--- src/rtl/core/utf8_decode_classify_macros.svh ---
// Assertion macros shared by the UTF-8 decoder RTL files.
`ifndef UTF8_DECODE_CLASSIFY_MACROS_SVH
`define UTF8_DECODE_CLASSIFY_MACROS_SVH

`ifndef NO_ASSERTIONS

// Same-cycle implication, checked on every rising edge outside reset.
`define U8DC_ASSERT_NOW(label, clk, rst_n, ante, cons, msg) \
	label: assert property (@(posedge clk) disable iff (!(rst_n)) (ante) |-> (cons)) \
		else $error(msg);

// Next-cycle implication, checked on every rising edge outside reset.
`define U8DC_ASSERT_NEXT(label, clk, rst_n, ante, cons, msg) \
	label: assert property (@(posedge clk) disable iff (!(rst_n)) (ante) |=> (cons)) \
		else $error(msg);

`else

`define U8DC_ASSERT_NOW(label, clk, rst_n, ante, cons, msg)
`define U8DC_ASSERT_NEXT(label, clk, rst_n, ante, cons, msg)

`endif

`endif

--- src/rtl/core/utf8dc_pkg.sv ---
// Types and constants shared by the UTF-8 decoder and classifier.
`default_nettype none

package utf8dc_pkg;

	localparam logic [1:0] ST_OK        = 2'd0;
	localparam logic [1:0] ST_BAD_LEAD  = 2'd1;
	localparam logic [1:0] ST_BAD_CONT  = 2'd2;
	localparam logic [1:0] ST_TRUNC     = 2'd3;

	localparam logic [15:0] CNT_MAX     = 16'hFFFF;
	localparam logic [20:0] CP_NEWLINE  = 21'h00000A;
	localparam logic [20:0] CP_UNDERSCORE = 21'h00005F;
	localparam logic [20:0] CJK_EXT_LO  = 21'h003400;
	localparam logic [20:0] CJK_EXT_HI  = 21'h004DBF;
	localparam logic [20:0] CJK_MAIN_LO = 21'h004E00;
	localparam logic [20:0] CJK_MAIN_HI = 21'h009FFF;

	typedef struct packed {
		logic [7:0] text_byte;
		logic       final_byte;
	} in_item_t;

	typedef struct packed {
		logic [20:0] code_point;
		logic [1:0]  status;
		logic        ident_start_ok;
		logic        ident_part_ok;
		logic [15:0] line_number;
		logic [15:0] column_number;
	} out_item_t;

	typedef struct packed {
		logic start_ok;
		logic part_ok;
	} ident_flags_t;

endpackage

`default_nettype wire

--- src/rtl/core/utf8_decode_classify.sv ---
// Top level of the UTF-8 decoder with identifier classification.
//
//   channel  direction  payload     handshake
//   text     in         in_item_t   text_valid / text_stall
//   char     out        out_item_t  char_valid / char_stall
//
// One byte is taken per cycle while text_stall is low; a byte is captured in the input register
// and then decoded into the result register, from which its result is offered on the char channel.
// The decode of a byte depends on the sequence state left by the previous byte,
// which is updated as that byte retires, so bytes follow back to back.
// Reset gives an idle decoder at line 1, column 1; no clearing pass is needed.
// A stalled result register holds back only a byte that produces a result.
`default_nettype none
`include "utf8_decode_classify_macros.svh"

module utf8_decode_classify (
	input  wire logic                  clk,
	input  wire logic                  arst_n,
	input  wire logic                  text_valid,
	output logic                       text_stall,
	input  wire utf8dc_pkg::in_item_t  text_data,
	output logic                       char_valid,
	input  wire logic                  char_stall,
	output utf8dc_pkg::out_item_t      char_data
);
	import utf8dc_pkg::*;

	in_item_t  item_s1;
	logic      valid_s1;
	logic      go_s1;
	logic      has_result;
	logic      out_blocked;
	logic      text_take;
	out_item_t result;

	utf8dc_decode u_decode (
		.clk        (clk),
		.arst_n     (arst_n),
		.step       (go_s1),
		.item       (item_s1),
		.has_result (has_result),
		.result     (result)
	);

	utf8dc_out_reg u_out_reg (
		.clk          (clk),
		.arst_n       (arst_n),
		.load         (go_s1 && has_result),
		.load_item    (result),
		.stall        (char_stall),
		.valid        (char_valid),
		.data         (char_data),
		.full_stalled (out_blocked)
	);

	// A byte without a result retires even while the result register is stalled.
	assign go_s1      = valid_s1 && (!has_result || !out_blocked);
	assign text_stall = valid_s1 && !go_s1;
	assign text_take  = text_valid && !text_stall;

	always_ff @(posedge clk or negedge arst_n) begin
		if (!arst_n) begin
			valid_s1 <= 1'b0;
		end else if (text_take) begin
			valid_s1 <= 1'b1;
		end else if (go_s1) begin
			valid_s1 <= 1'b0;
		end
	end

	always_ff @(posedge clk) begin
		if (text_take) begin
			item_s1 <= text_data;
		end
	end

	`U8DC_ASSERT_NOW(a_no_overwrite, clk, arst_n,
		go_s1 && out_blocked, !has_result,
		"result loaded over a stalled result")

	`U8DC_ASSERT_NOW(a_error_is_blank, clk, arst_n,
		char_valid && (char_data.status != ST_OK),
		(char_data.code_point == 21'd0) && !char_data.ident_start_ok &&
		!char_data.ident_part_ok,
		"error result carries a code point or flags")

	`U8DC_ASSERT_NEXT(a_stall_holds_byte, clk, arst_n,
		text_stall, valid_s1 && $stable(item_s1),
		"input register changed while the text channel stalled")

endmodule

`default_nettype wire

--- src/rtl/core/utf8dc_classify.sv ---
// Identifier-start and identifier-part classification of a code point.
`default_nettype none

module utf8dc_classify (
	input  wire logic [20:0]               code_point,
	input  wire logic                      good,
	output utf8dc_pkg::ident_flags_t       flags
);
	import utf8dc_pkg::*;

	logic is_letter;
	logic is_numeral;
	logic is_under;
	logic in_main;
	logic in_ext;

	always_comb begin
		is_letter = ((code_point >= 21'h61) && (code_point <= 21'h7A)) ||
		            ((code_point >= 21'h41) && (code_point <= 21'h5A));
		is_numeral = (code_point >= 21'h30) && (code_point <= 21'h39);
		is_under  = (code_point == CP_UNDERSCORE);
		in_main   = (code_point >= CJK_MAIN_LO) && (code_point <= CJK_MAIN_HI);
		in_ext    = (code_point >= CJK_EXT_LO) && (code_point <= CJK_EXT_HI);

		flags.start_ok = good && (is_letter || is_under || (code_point >= CJK_MAIN_LO));
		flags.part_ok  = good && (is_letter || is_numeral || is_under || in_main || in_ext);
	end

endmodule

`default_nettype wire

--- src/rtl/core/utf8dc_decode.sv ---
// Sequence state, byte decode and line/column counters.
`default_nettype none
`include "utf8_decode_classify_macros.svh"

module utf8dc_decode (
	input  wire logic                 clk,
	input  wire logic                 arst_n,
	input  wire logic                 step,
	input  wire utf8dc_pkg::in_item_t item,
	output logic                      has_result,
	output utf8dc_pkg::out_item_t     result
);
	import utf8dc_pkg::*;

	logic [1:0]  pending_q;
	logic [20:0] partial_q;
	logic [15:0] line_q;
	logic [15:0] column_q;

	logic [1:0]   pending_d;
	logic [20:0]  partial_d;
	logic [15:0]  line_d;
	logic [15:0]  column_d;
	logic [20:0]  cp;
	logic [1:0]   status;
	logic         emit_char;
	logic         good;
	logic [20:0]  merged;
	logic [1:0]   pending_dec;
	logic [7:0]   b;
	ident_flags_t flags;

	utf8dc_classify u_classify (
		.code_point (cp),
		.good       (good),
		.flags      (flags)
	);

	always_comb begin
		b           = item.text_byte;
		merged      = {partial_q[14:0], b[5:0]};
		pending_dec = pending_q - 2'd1;
		pending_d   = pending_q;
		partial_d   = partial_q;
		has_result  = 1'b0;
		emit_char   = 1'b0;
		cp          = '0;
		status      = ST_OK;

		if (pending_q == 2'd0) begin
			if (!b[7]) begin
				has_result = 1'b1;
				emit_char  = 1'b1;
				cp         = {13'd0, b};
			end else if (b[7:6] == 2'b10) begin
				has_result = 1'b1;
				status     = ST_BAD_LEAD;
			end else if (b[7:5] == 3'b110) begin
				pending_d = 2'd1;
				partial_d = {16'd0, b[4:0]};
			end else if (b[7:4] == 4'b1110) begin
				pending_d = 2'd2;
				partial_d = {17'd0, b[3:0]};
			end else if (b[7:3] == 5'b11110) begin
				pending_d = 2'd3;
				partial_d = {18'd0, b[2:0]};
			end else begin
				has_result = 1'b1;
				status     = ST_BAD_LEAD;
			end
			// A lead byte that is also the last byte cannot complete.
			if (!has_result && item.final_byte) begin
				has_result = 1'b1;
				status     = ST_TRUNC;
			end
		end else begin
			if (b[7:6] != 2'b10) begin
				has_result = 1'b1;
				status     = ST_BAD_CONT;
			end else if (pending_dec == 2'd0) begin
				has_result = 1'b1;
				emit_char  = 1'b1;
				cp         = merged;
			end else begin
				pending_d = pending_dec;
				partial_d = merged;
				if (item.final_byte) begin
					has_result = 1'b1;
					status     = ST_TRUNC;
				end
			end
		end

		// Any result closes the open sequence.
		if (has_result) begin
			pending_d = 2'd0;
			partial_d = '0;
		end

		good     = (status == ST_OK);
		line_d   = line_q;
		column_d = column_q;
		if (emit_char) begin
			if (cp == CP_NEWLINE) begin
				if (line_q != CNT_MAX) begin
					line_d = line_q + 16'd1;
				end
				column_d = 16'd1;
			end else if (column_q != CNT_MAX) begin
				column_d = column_q + 16'd1;
			end
		end

		result.code_point     = cp;
		result.status         = status;
		result.ident_start_ok = flags.start_ok;
		result.ident_part_ok  = flags.part_ok;
		result.line_number    = line_q;
		result.column_number  = column_q;
	end

	always_ff @(posedge clk or negedge arst_n) begin
		if (!arst_n) begin
			pending_q <= 2'd0;
			partial_q <= '0;
			line_q    <= 16'd1;
			column_q  <= 16'd1;
		end else if (step) begin
			pending_q <= pending_d;
			partial_q <= partial_d;
			line_q    <= line_d;
			column_q  <= column_d;
		end
	end

	`U8DC_ASSERT_NEXT(a_error_closes_sequence, clk, arst_n,
		step && has_result && (status != ST_OK), pending_q == 2'd0,
		"error result left a sequence open")

	`U8DC_ASSERT_NOW(a_counters_nonzero, clk, arst_n,
		1'b1, (line_q != 16'd0) && (column_q != 16'd0),
		"line or column counter reached zero")

endmodule

`default_nettype wire

--- src/rtl/core/utf8dc_out_reg.sv ---
// Result register towards the character channel.
`default_nettype none

module utf8dc_out_reg (
	input  wire logic                  clk,
	input  wire logic                  arst_n,
	input  wire logic                  load,
	input  wire utf8dc_pkg::out_item_t load_item,
	input  wire logic                  stall,
	output logic                       valid,
	output utf8dc_pkg::out_item_t      data,
	output logic                       full_stalled
);
	import utf8dc_pkg::*;

	out_item_t data_q;
	logic      valid_q;

	// The register can take a new result when empty or when its transfer completes.
	assign full_stalled = valid_q && stall;
	assign valid        = valid_q;
	assign data         = data_q;

	always_ff @(posedge clk or negedge arst_n) begin
		if (!arst_n) begin
			valid_q <= 1'b0;
		end else if (load) begin
			valid_q <= 1'b1;
		end else if (!stall) begin
			valid_q <= 1'b0;
		end
	end

	always_ff @(posedge clk) begin
		if (load) begin
			data_q <= load_item;
		end
	end

endmodule

`default_nettype wire

--- config.mk ---
export PLATFORM = sky130hd
export DESIGN_NAME = utf8_decode_classify
export DESIGN_NICKNAME = d
export VERILOG_FILES = /design/src/rtl/core/utf8dc_pkg.sv /design/src/rtl/core/utf8_decode_classify.sv /design/src/rtl/core/utf8dc_classify.sv /design/src/rtl/core/utf8dc_decode.sv /design/src/rtl/core/utf8dc_out_reg.sv
export VERILOG_INCLUDE_DIRS = /design/src /design/src/rtl/core
export SDC_FILE = /design/constraint.sdc
export NUM_CORES = 1
export LEC_CHECK = 0
export ABC_AREA = 1
export BUFFER_PORTS_ARGS = -buffer_cell sky130_fd_sc_hd__buf_4
export CAP_MARGIN = 20
export CORE_UTILIZATION = 58
export CTS_BUF_LIST = sky130_fd_sc_hd__clkbuf_8 sky130_fd_sc_hd__clkbuf_16
export CTS_CLUSTER_DIAMETER = 80
export DETAILED_ROUTE_END_ITERATION = 7
export PLACE_DENSITY_LB_ADDON = 0.05
export SYNTH_ARGS = -nofsm -noshare
export SYNTH_HDL_FRONTEND = slang
export SYNTH_HIERARCHICAL = 1
export SYNTH_SLANG_ARGS = --single-unit
--- constraint.sdc ---
create_clock -name clk -period 3.54 [get_ports clk]
set_input_delay 0.354 -clock clk [delete_from_list [all_inputs] [get_ports clk]]
set_output_delay 0.354 -clock clk [all_outputs]
set_load 0.005 [all_outputs]
==> run metrics, run 1 <==
status finished clean; WS Path Type reg2reg; Startpoint Class flop; number of synthesized flops with an enable pin 66; Clock Power Share 0.430; top cell type's share of synthesized area 0.3300; pwr dens 551.7 nW/µm²; Ys Warns 6; CTS root buf clkbuf_8; syn avg cell area 9.004 µm²; H-tree lvl count 4; pre-CTS WS 1.003 ns; Routability Congestion 0.9334; Placed Cells 860; synth unique cells 41; All-Layer GR Usage 0.2588; Seq/Total Area, Yosys 0.5429; min Tclk post-route 2.577 ns; drt wl/cell 14.52 µm; P_int 3007 µW; initial DRC count 381; Post-synth ARST share 0.4359; Final period util 0.7280; Worst-Margin Slew 0.9435 ns; count of TritonRoute iterations in the first routing pass 5; leading area contributor after synthesis edfxtp_1; fin cells 897; clk buf depth 2; WHS Endpoint item_s1[1]$_DFFE_PP_; crit path max fanout 19; switching part of the total 0.2517; Hold Worst Slack 0.02251 ns; Logic pwr share 0.138; IO buf count 71; antenna cells 0; worst skew pair latency 0.51 ns; final setup fails 0; DP HPWL 8822 µm; R2R Path Start u_decode/pending_q[1]$_DFFE_PN0P_; Nets 766; post-cts resize count 0; FF-to-FF End u_decode/column_q[14]$_DFFE_PN0P_; RSZ-0062 raised after global routing no; initial antenna violation count 0; most common cell after layout, fill and taps aside nand2_1; Final Skew 0.007425 ns; drt drc 0; vias in the first global route 4661; crit path from u_decode/pending_q[1]$_DFFE_PN0P_; Post-synth top flop edfxtp_1; Post-Syn Area 6006 µm²; clk sinks 117; Core Region 9910 µm²; global-route wire length before repair 22110 µm; Antenna Nets Post-Route 0; drt via density 5.521; Die ar. 10770 µm²; Die H 103.8 µm; CTS tree done; Fin. Hold Viols 0; die width 103.8 µm; Site Rows 36; Synth Register Bits 117; Via Count 4952; Layout area overhead 21.29%; largest net degree at the start of global routing 56; worst hold-check path type in2reg; Seq pwr share 0.431; CP Capture Type flop; layout cells sized above 1 0.1950; syn_nets 682; cts bufs inserted 17; VDD IR max 351.4 µV; CP required 3.93 ns; fin. max-slew vios 0; Switch Pwr 1011 µW; crit path DAT 2.97 ns; FF-to-FF path depth 12; Mapped Cells 667; Hold Crit Start text_data[1]; setup TNS 0 ns; Ports 72; max_slew headroom 0.3657; Leak 0.003286 µW; most frequent cells in the layout nand2_1, nor2_1, buf_4; Starting Density 0.6061; hold path cells 1; clk slew on worst S/H paths 0.06 ns; largest cells by area after synthesis edfxtp_1, dfrtp_1, nand2_1; fmax 388.0 MHz; setup ws final 0.9628 ns; maxcap violations 0; R2R setup slack 0.96 ns; final wirelength 13030 µm; GR Overflow Total 0
## synth_stat cells, types with 2 or more instances
| master | n |
|---|---|
| nor2_2 | 8 |
| o21ai_0 | 27 |
| nand2_1 | 146 |
| clkbuf_1 | 6 |
| nand3_2 | 10 |
| nor2_4 | 5 |
| nor2_1 | 90 |
| nand2_2 | 5 |
| a21oi_1 | 4 |
| edfxtp_1 | 66 |
| inv_2 | 7 |
| dfstp_2 | 2 |
| xor2_1 | 20 |
| nor3_1 | 19 |
| nand2_4 | 4 |
| o211ai_1 | 2 |
| ha_1 | 2 |
| nand4_1 | 30 |
| xnor2_1 | 2 |
| buf_6 | 6 |
| inv_1 | 70 |
| nand3_1 | 64 |
| dfrtp_1 | 49 |
| o31ai_1 | 2 |
| o21ai_1 | 2 |
| nand3b_1 | 4 |
## flip-flops by register name, summed over array words and instances (netlist names)
signal              count
item_s1                 9
u_decode/column_q      16
u_decode/line_q        16
u_decode/partial_q     15
u_decode/pending_q      2
u_out_reg/data         57
u_out_reg/valid         1
valid_s1                1
## metal layers
layer,up-vias,global-route usage,share of wire
met4,0,0.1061,0.021
li1,2403,-,-
met5,-,0,0
met3,25,0.05160,0.050
met2,190,0.4281,0.49
met1,2334,0.3355,0.44
## kinds of logic (layout without fill, tap and decap cells)
family / after synthesis / in the layout / synth area share
fa+ha+maj: 2 / 2 / 0.004166
simple gates: 392 / 392 / 0.3144
flops: 117 / 117 / 0.5429
compound gates: 43 / 43 / 0.04188
xor+xnor: 22 / 22 / 0.03208
buf+inv: 91 / 188 / 0.06458
## power by group through the flow
stage          clock network, µW  registers (µW)  logic [µW]
6_report                    1730            1730         556
5_1_grt                     1810            1750         623
2_1_floorplan                  0            1740         306
3_5_place_dp                   0            1760         550
3_3_place_gp                   0            1750         538
4_1_cts                     1760            1740         558
## area by class of cell
type / instances / area, µm²
sequential: 117 / 3261
inverter: 78 / 292.8
fill: 730 / 2625
clock buffer: 19 / 441.7
timing repair buffer: 78 / 598.1
clock inverter: 13 / 163.9
tap: 133 / 166.4
multi-input combinational: 459 / 2361
## timing repair
action / in CTS / in global routing
buffers inserted: 0 / 0
hold buffers: 5 / 0
hold endpoints to repair: 53 / 0
## metrics by stage
stage | instance area (µm²) | utilization | total power, µW
after floorplan | 6006 | - | 2049
after global placement | 6629 | 0.6689 | 2290
after detailed placement | 6629 | 0.6689 | 2306
after CTS | 7284 | 0.7351 | 4051
after global routing | 7284 | 0.7351 | 4189
final | 7284 | 0.7351 | 4018
## worst max-delay path, stage by stage (launching register included)
cell	delay [ns]
dfrtp_1	0.44
inv_2	0.14
nand2_1	0.13
o22ai_1	0.16
nand2_1	0.14
a21oi_2	0.21
nand2_1	0.13
inv_2	0.34
nand2_4	0.25
inv_2	0.20
nand2_1	0.08
o21ai_0	0.16
nor2_1	0.07
## how the worst max path moves through the flow
stage,endpoint,slack (ns),depth (start not counted)
2_1_floorplan,u_out_reg/data[0]$_DFFE_PP_,1.06,7
3_3_place_gp,u_decode/column_q[14]$_DFFE_PN0P_,1.09,12
3_5_place_dp,u_decode/column_q[14]$_DFFE_PN0P_,1.00,12
4_1_cts,u_decode/column_q[14]$_DFFE_PN0P_,0.99,12
5_1_grt,u_decode/column_q[14]$_DFFE_PN0P_,0.74,12
6_report,u_decode/column_q[14]$_DFFE_PN0P_,0.96,12
(Power assumes the default switching activity.)
==> run 2: changes to the inputs <==
==> constraint.sdc (replaced) <==
create_clock -name clk -period 2.68 [get_ports clk]
set_input_delay 0.268 -clock clk [delete_from_list [all_inputs] [get_ports clk]]
set_output_delay 0.268 -clock clk [all_outputs]
set_load 0.005 [all_outputs]
==> run 2 against run 1 <==
  * Critical path depth increased by 2
  * Cell area grew 1.0%
  * Total power up 30%
  * Sequential power grew 32%
  * Clock skew up 0.0023 ns
  * Critical path type unchanged
  * Critical endpoint is now u_out_reg/data[32]$_DFFE_PP_
  * Highest routed layer unchanged
==> run metrics, run 2 (synthesis results as in run 1) <==
CP Capture Type flop (unchanged); crit path DAT 2.73 ns (was 2.97 ns); Final Skew 0.009742 ns (was 0.007425 ns); R2R Path Start u_decode/pending_q[1]$_DFFE_PN0P_ (unchanged); clk buf depth 2 (unchanged); clk sinks 117 (unchanged); Antenna Nets Post-Route 0 (unchanged); Nets 777 (was 766); count of TritonRoute iterations in the first routing pass 7 (was 5); crit path max fanout 6 (was 19); worst hold-check path type in2async (was in2reg); layout cells sized above 1 0.1987 (was 0.1950); H-tree lvl count 4 (unchanged); die width 103.8 µm (unchanged); GR Overflow Total 0 (unchanged); initial DRC count 381 (unchanged); RSZ-0062 raised after global routing no (unchanged); VDD IR max 420.1 µV (was 351.4 µV); setup ws final 0.2320 ns (was 0.9628 ns); Ports 72 (unchanged); vias in the first global route 4777 (was 4661); Startpoint Class flop (unchanged); Fin. Hold Viols 0 (unchanged); drt via density 5.580 (was 5.521); final setup fails 0 (unchanged); max FFs per register 57 (unchanged); FF-to-FF path depth 14 (was 12); fmax 408.5 MHz (was 388.0 MHz); fin. max-slew vios 0 (unchanged); CTS root buf clkbuf_8 (unchanged); initial antenna violation count 0 (unchanged); Clock Power Share 0.418 (was 0.430); min Tclk post-route 2.448 ns (was 2.577 ns); Seq pwr share 0.436 (was 0.431); Die H 103.8 µm (unchanged); Worst-Margin Slew 0.9888 ns (was 0.9435 ns); Die ar. 10770 µm² (unchanged); Starting Density 0.6061 (unchanged); Layout area overhead 22.52% (was 21.29%); status finished clean (unchanged); most frequent cells in the layout nand2_1, nor2_1, buf_4 (unchanged); largest net degree at the start of global routing 52 (was 56); total setup buffers inserted after CTS 0 (unchanged); FF-to-FF End u_out_reg/data[32]$_DFFE_PP_ (was u_decode/column_q[14]$_DFFE_PN0P_); drt drc 0 (unchanged); CP required 2.96 ns (was 3.93 ns); clk slew on worst S/H paths 0.06 ns (about the same); Via Count 5067 (was 4952); P_int 3888 µW (was 3007 µW); crit path from u_decode/pending_q[1]$_DFFE_PN0P_ (unchanged); cts bufs inserted 17 (unchanged); Critical Path End u_out_reg/data[32]$_DFFE_PP_ (was u_decode/column_q[14]$_DFFE_PN0P_); cts hold-fix bufs 12 (was 5); Switch Pwr 1352 µW (was 1011 µW); worst skew pair latency 0.52 ns (was 0.51 ns); All-Layer GR Usage 0.2664 (was 0.2588); max_slew headroom 0.3353 (was 0.3657); Final period util 0.9134 (was 0.7280); switching part of the total 0.2580 (was 0.2517); setup TNS 0 ns (unchanged); Leak 0.003322 µW (was 0.003286 µW); IO buf count 71 (unchanged); antenna cells 0 (unchanged); most common cell after layout, fill and taps aside nand2_1 (unchanged); final cell utilization of the core 0.7426 (was 0.7351); Routability Congestion 0.9782 (was 0.9334); R2R setup slack 0.23 ns (was 0.96 ns); post-cts resize count 0 (unchanged); maxcap violations 0 (unchanged); Logic pwr share 0.146 (was 0.138); final wirelength 13700 µm (was 13030 µm); CTS tree done (unchanged); WS Path Type reg2reg (unchanged); DP HPWL 8791 µm (was 8822 µm); Core Region 9910 µm² (unchanged); Site Rows 36 (unchanged); drt wl/cell 15.08 µm (was 14.52 µm); pre-CTS WS 0.3329 ns (was 1.003 ns); global-route wire length before repair 22690 µm (was 22110 µm); pwr dens 712.1 nW/µm² (was 551.7 nW/µm²)
[run 2: through the flow]
stage          total power, µW  hold WS [ns]  cells  cell area (µm²)
2_1_floorplan             2706      -0.02759    667             6006
3_3_place_gp              3021        0.3454    864             6659
3_5_place_dp              3046        0.3527    864             6659
4_1_cts                   5270        0.3480    908             7358
5_1_grt                   5464        0.4144    908             7358
6_report                  5240        0.3423    908             7358
[run 2: worst min path at each step]
stage                                             end   start  slack [ns]
global placement    u_decode/column_q[13]$_DFFE_PN0P_  arst_n        0.35
finish              u_decode/column_q[13]$_DFFE_PN0P_  arst_n        0.34
CTS                 u_decode/column_q[15]$_DFFE_PN0P_  arst_n        0.35
detailed placement  u_decode/column_q[12]$_DFFE_PN0P_  arst_n        0.35
floorplan           u_decode/column_q[10]$_DFFE_PN0P_  arst_n       -0.03
global route        u_decode/pending_q[1]$_DFFE_PN0P_  arst_n        0.41
[run 2: layout make-up]
type | instances | area [µm²]
clock buffers | 19 | 441.7
clock inverters | 13 | 137.6
fillers | 705 | 2551
inverters | 78 | 292.8
multi-input cells | 459 | 2361
flip-flops and latches | 117 | 3261
well taps | 133 | 166.4
repair buffers | 89 | 698.2
[run 2: layer usage]
metal,wire [µm],share of wire,global-route usage,vias up
met1,5600,0.41,0.3326,2386
met5,0,0,0,-
met2,6911,0.50,0.4420,226
met3,844,0.062,0.06482,29
li1,-,-,-,2426
met4,340,0.025,0.1173,0
[run 2: power by group through the flow]
| stage | combinational, µW | clock [µW] | sequential, µW |
|---|---|---|---|
| 6_report | 764 | 2190 | 2290 |
| 5_1_grt | 845 | 2310 | 2310 |
| 4_1_cts | 757 | 2230 | 2280 |
| 3_5_place_dp | 732 | 0 | 2310 |
| 3_3_place_gp | 712 | 0 | 2310 |
| 2_1_floorplan | 404 | 0 | 2300 |
[run 2: worst max-delay path: stages (launching register included)]
cell     delay (ns)
dfrtp_1        0.44
nor2_2         0.26
nand2_1        0.19
nand2_2        0.15
inv_1          0.08
nor2_1         0.28
nand2_1        0.16
nor2_1         0.17
nand2_1        0.07
nand3_1        0.08
nand2_1        0.05
nand2_1        0.07
nand3_1        0.08
nor2_1         0.09
nor2_1         0.04
==> run 3: changes to the inputs <==
--- a/config.mk
+++ b/config.mk
@@ -9,7 +9,9 @@
 export ABC_AREA = 1
 export BUFFER_PORTS_ARGS = -buffer_cell sky130_fd_sc_hd__buf_4
 export CAP_MARGIN = 20
-export CORE_UTILIZATION = 58
+export CELL_PAD_IN_SITES_DETAIL_PLACEMENT = 0
+export CELL_PAD_IN_SITES_GLOBAL_PLACEMENT = 2
+export CORE_UTILIZATION = 36
 export CTS_BUF_LIST = sky130_fd_sc_hd__clkbuf_8 sky130_fd_sc_hd__clkbuf_16
 export CTS_CLUSTER_DIAMETER = 80
 export DETAILED_ROUTE_END_ITERATION = 7
@@ -18,3 +20,4 @@
 export SYNTH_HDL_FRONTEND = slang
 export SYNTH_HIERARCHICAL = 1
 export SYNTH_SLANG_ARGS = --single-unit
+export TNS_END_PERCENT = 50
==> run 3 against run 2 <==
  * Fmax rose by 2.2%
  * Critical path depth rose by 1
  * Setup slack improved by 0.052 ns
  * Cell count rose by 8.6%
  * Flip-flop and latch count did not move
  * Highest routed layer unchanged
  * Sequential share of layout area fell by 0.79 points
  * Register-to-register slack improved by 0.05 ns
==> run metrics, run 3 (synthesis results as in run 1) <==
status finished clean (unchanged); Die H 131.2 µm (was 103.8 µm); final setup fails 0 (unchanged); VDD IR max 435.4 µV (was 420.1 µV); drt drc 0 (unchanged); Clock Power Share 0.449 (was 0.418); Startpoint Class flop (unchanged); Starting Density 0.3740 (was 0.6061); fmax 417.4 MHz (was 408.5 MHz); IO buf count 71 (unchanged); setup TNS 0 ns (unchanged); vias in the first global route 4707 (was 4777); final wirelength 14580 µm (was 13700 µm); hold path cells 1; drt via density 4.868 (was 5.580); global-route wire length before repair 24190 µm (was 22690 µm); FF-to-FF path depth 15 (was 14); DP HPWL 10260 µm (was 8791 µm); Site Rows 46 (was 36); min Tclk post-route 2.396 ns (was 2.448 ns); Layout area overhead 24.75% (was 22.52%); Final period util 0.8940 (was 0.9134); crit path max fanout 15 (was 6); Core Region 16060 µm² (was 9910 µm²); CTS root buf clkbuf_16 (was clkbuf_8); Via Count 4800 (was 5067); WHS Endpoint item_s1[8]$_DFFE_PP_; Final Skew 0.008493 ns (was 0.009742 ns); R2R setup slack 0.28 ns (was 0.23 ns); Seq pwr share 0.414 (was 0.436); initial DRC count 236 (was 381); CP Capture Type flop (unchanged); layout cells sized above 1 0.2130 (was 0.1987); Placed Area 6820 µm² (was 6659 µm²); RSZ-0062 raised after global routing no (unchanged); clk slew on worst S/H paths 0.05 ns (was 0.06 ns); Filler Cell Count 1554 (was 705); H-tree lvl count 4 (unchanged); final instance area 7492 µm² (was 7358 µm²); die width 131.2 µm (was 103.8 µm); All-Layer GR Usage 0.1794 (was 0.2664); worst hold-check path type in2reg (was in2async); cts bufs inserted 17 (unchanged); Nets 772 (was 777); crit path DAT 2.57 ns (was 2.73 ns); most frequent cells in the layout nand2_1, nor2_1, buf_4 (unchanged); Worst-Margin Slew 0.6980 ns (was 0.9888 ns); clk sinks 117 (unchanged); switching part of the total 0.2501 (was 0.2580); worst skew pair latency 0.42 ns (was 0.52 ns); Hold Worst Slack 0.02750 ns (was 0.3423 ns); Leak 0.003349 µW (was 0.003322 µW); Die ar. 17200 µm² (was 10770 µm²); Logic pwr share 0.137 (was 0.146); clk buf depth 2 (unchanged); total setup buffers inserted after CTS 0 (unchanged); crit path from u_decode/pending_q[0]$_DFFE_PN0P_ (was u_decode/pending_q[1]$_DFFE_PN0P_); Antenna Nets Post-Route 0 (unchanged); pwr dens 737.3 nW/µm² (was 712.1 nW/µm²); max_slew headroom 0.5346 (was 0.3353); Hold Crit Start text_data[8]; GR Overflow Total 0 (unchanged); FF-to-FF End u_out_reg/data[32]$_DFFE_PP_ (unchanged); R2R Path Start u_decode/pending_q[0]$_DFFE_PN0P_ (was u_decode/pending_q[1]$_DFFE_PN0P_); antenna cells 0 (unchanged); Fin. Hold Viols 0 (unchanged); Switch Pwr 1382 µW (was 1352 µW); CTS tree done (unchanged); maxcap violations 0 (unchanged); drt wl/cell 14.79 µm (was 15.08 µm); Ports 72 (unchanged); Routability Congestion 0.8657 (was 0.9782); count of TritonRoute iterations in the first routing pass 5 (was 7); max FFs per register 57 (unchanged); WS Path Type reg2reg (unchanged); fin. max-slew vios 0 (unchanged); largest net degree at the start of global routing 59 (was 52); most common cell after layout, fill and taps aside nand2_1 (unchanged); P_int 4143 µW (was 3888 µW); CP required 2.85 ns (was 2.96 ns); initial antenna violation count 0 (unchanged)
run 3: critical path, cell delays in order, from the launching register on:
cell and delay [ns]:
dfrtp_1 0.47, inv_2 0.11, nor2_4 0.16, nand2_4 0.16
nand2_2 0.14, inv_1 0.08, nor2_1 0.21, nand2_1 0.15
nor2_1 0.18, nand2_1 0.07, nand3_1 0.08, nand2_1 0.05
nand2_1 0.07, nand3_1 0.07, nor2_1 0.10, nor2_1 0.04
run 3: power groups by stage:
stage                     clock [µW]  sequential, µW  combinational, µW
after floorplan                    0            2300                404
after global placement             0            2320                753
after detailed placement           0            2320                761
after CTS                       2540            2290                766
after global routing            2630            2320                842
final                           2480            2290                756
run 3: repair_timing:
action / CTS / global route
hold buffers: 1 / 0
setup endpoints to repair: 0 / 1
gates resized for setup: 0 / 2
endpoints found under the hold margin: 49 / 0
run 3: through the flow:
stage | utilization | setup WS, ns | cells | total power (µW)
global route | 0.4666 | 0.02210 | 986 | 5791
floorplan | - | 0.1989 | 667 | 2706
CTS | 0.4661 | 0.2823 | 986 | 5594
global placement | 0.4247 | 0.3647 | 953 | 3072
detailed placement | 0.4247 | 0.3134 | 953 | 3086
finish | 0.4666 | 0.2841 | 986 | 5524
run 3: layout make-up:
| class | instances | area [µm²] | area share |
|---|---|---|---|
| inverter | 78 | 292.8 | 0.03908 |
| clock inverter | 9 | 146.4 | 0.01954 |
| sequential | 117 | 3261 | 0.4352 |
| clock buffer | 23 | 508.0 | 0.06780 |
| tap | 216 | 270.3 | 0.03607 |
| multi-input combinational | 459 | 2369 | 0.3161 |
| timing repair buffer | 84 | 645.6 | 0.08617 |
run 3: layer usage:
metal	vias to the layer above	track usage	wire [µm]
met5	-	0	0
met2	123	0.2949	7107
met3	15	0.04630	601
met4	0	0.05948	176
li1	2411	-	-
met1	2251	0.2287	6699
run 3: worst max path at each step:
stage	end	slack, ns	depth (start not counted)
after floorplan	u_out_reg/data[0]$_DFFE_PP_	0.20	7
after global placement	u_out_reg/data[32]$_DFFE_PP_	0.36	13
after detailed placement	u_out_reg/data[32]$_DFFE_PP_	0.31	14
after CTS	u_out_reg/data[32]$_DFFE_PP_	0.28	14
after global routing	u_out_reg/data[32]$_DFFE_PP_	0.02	15
final	u_out_reg/data[32]$_DFFE_PP_	0.28	15
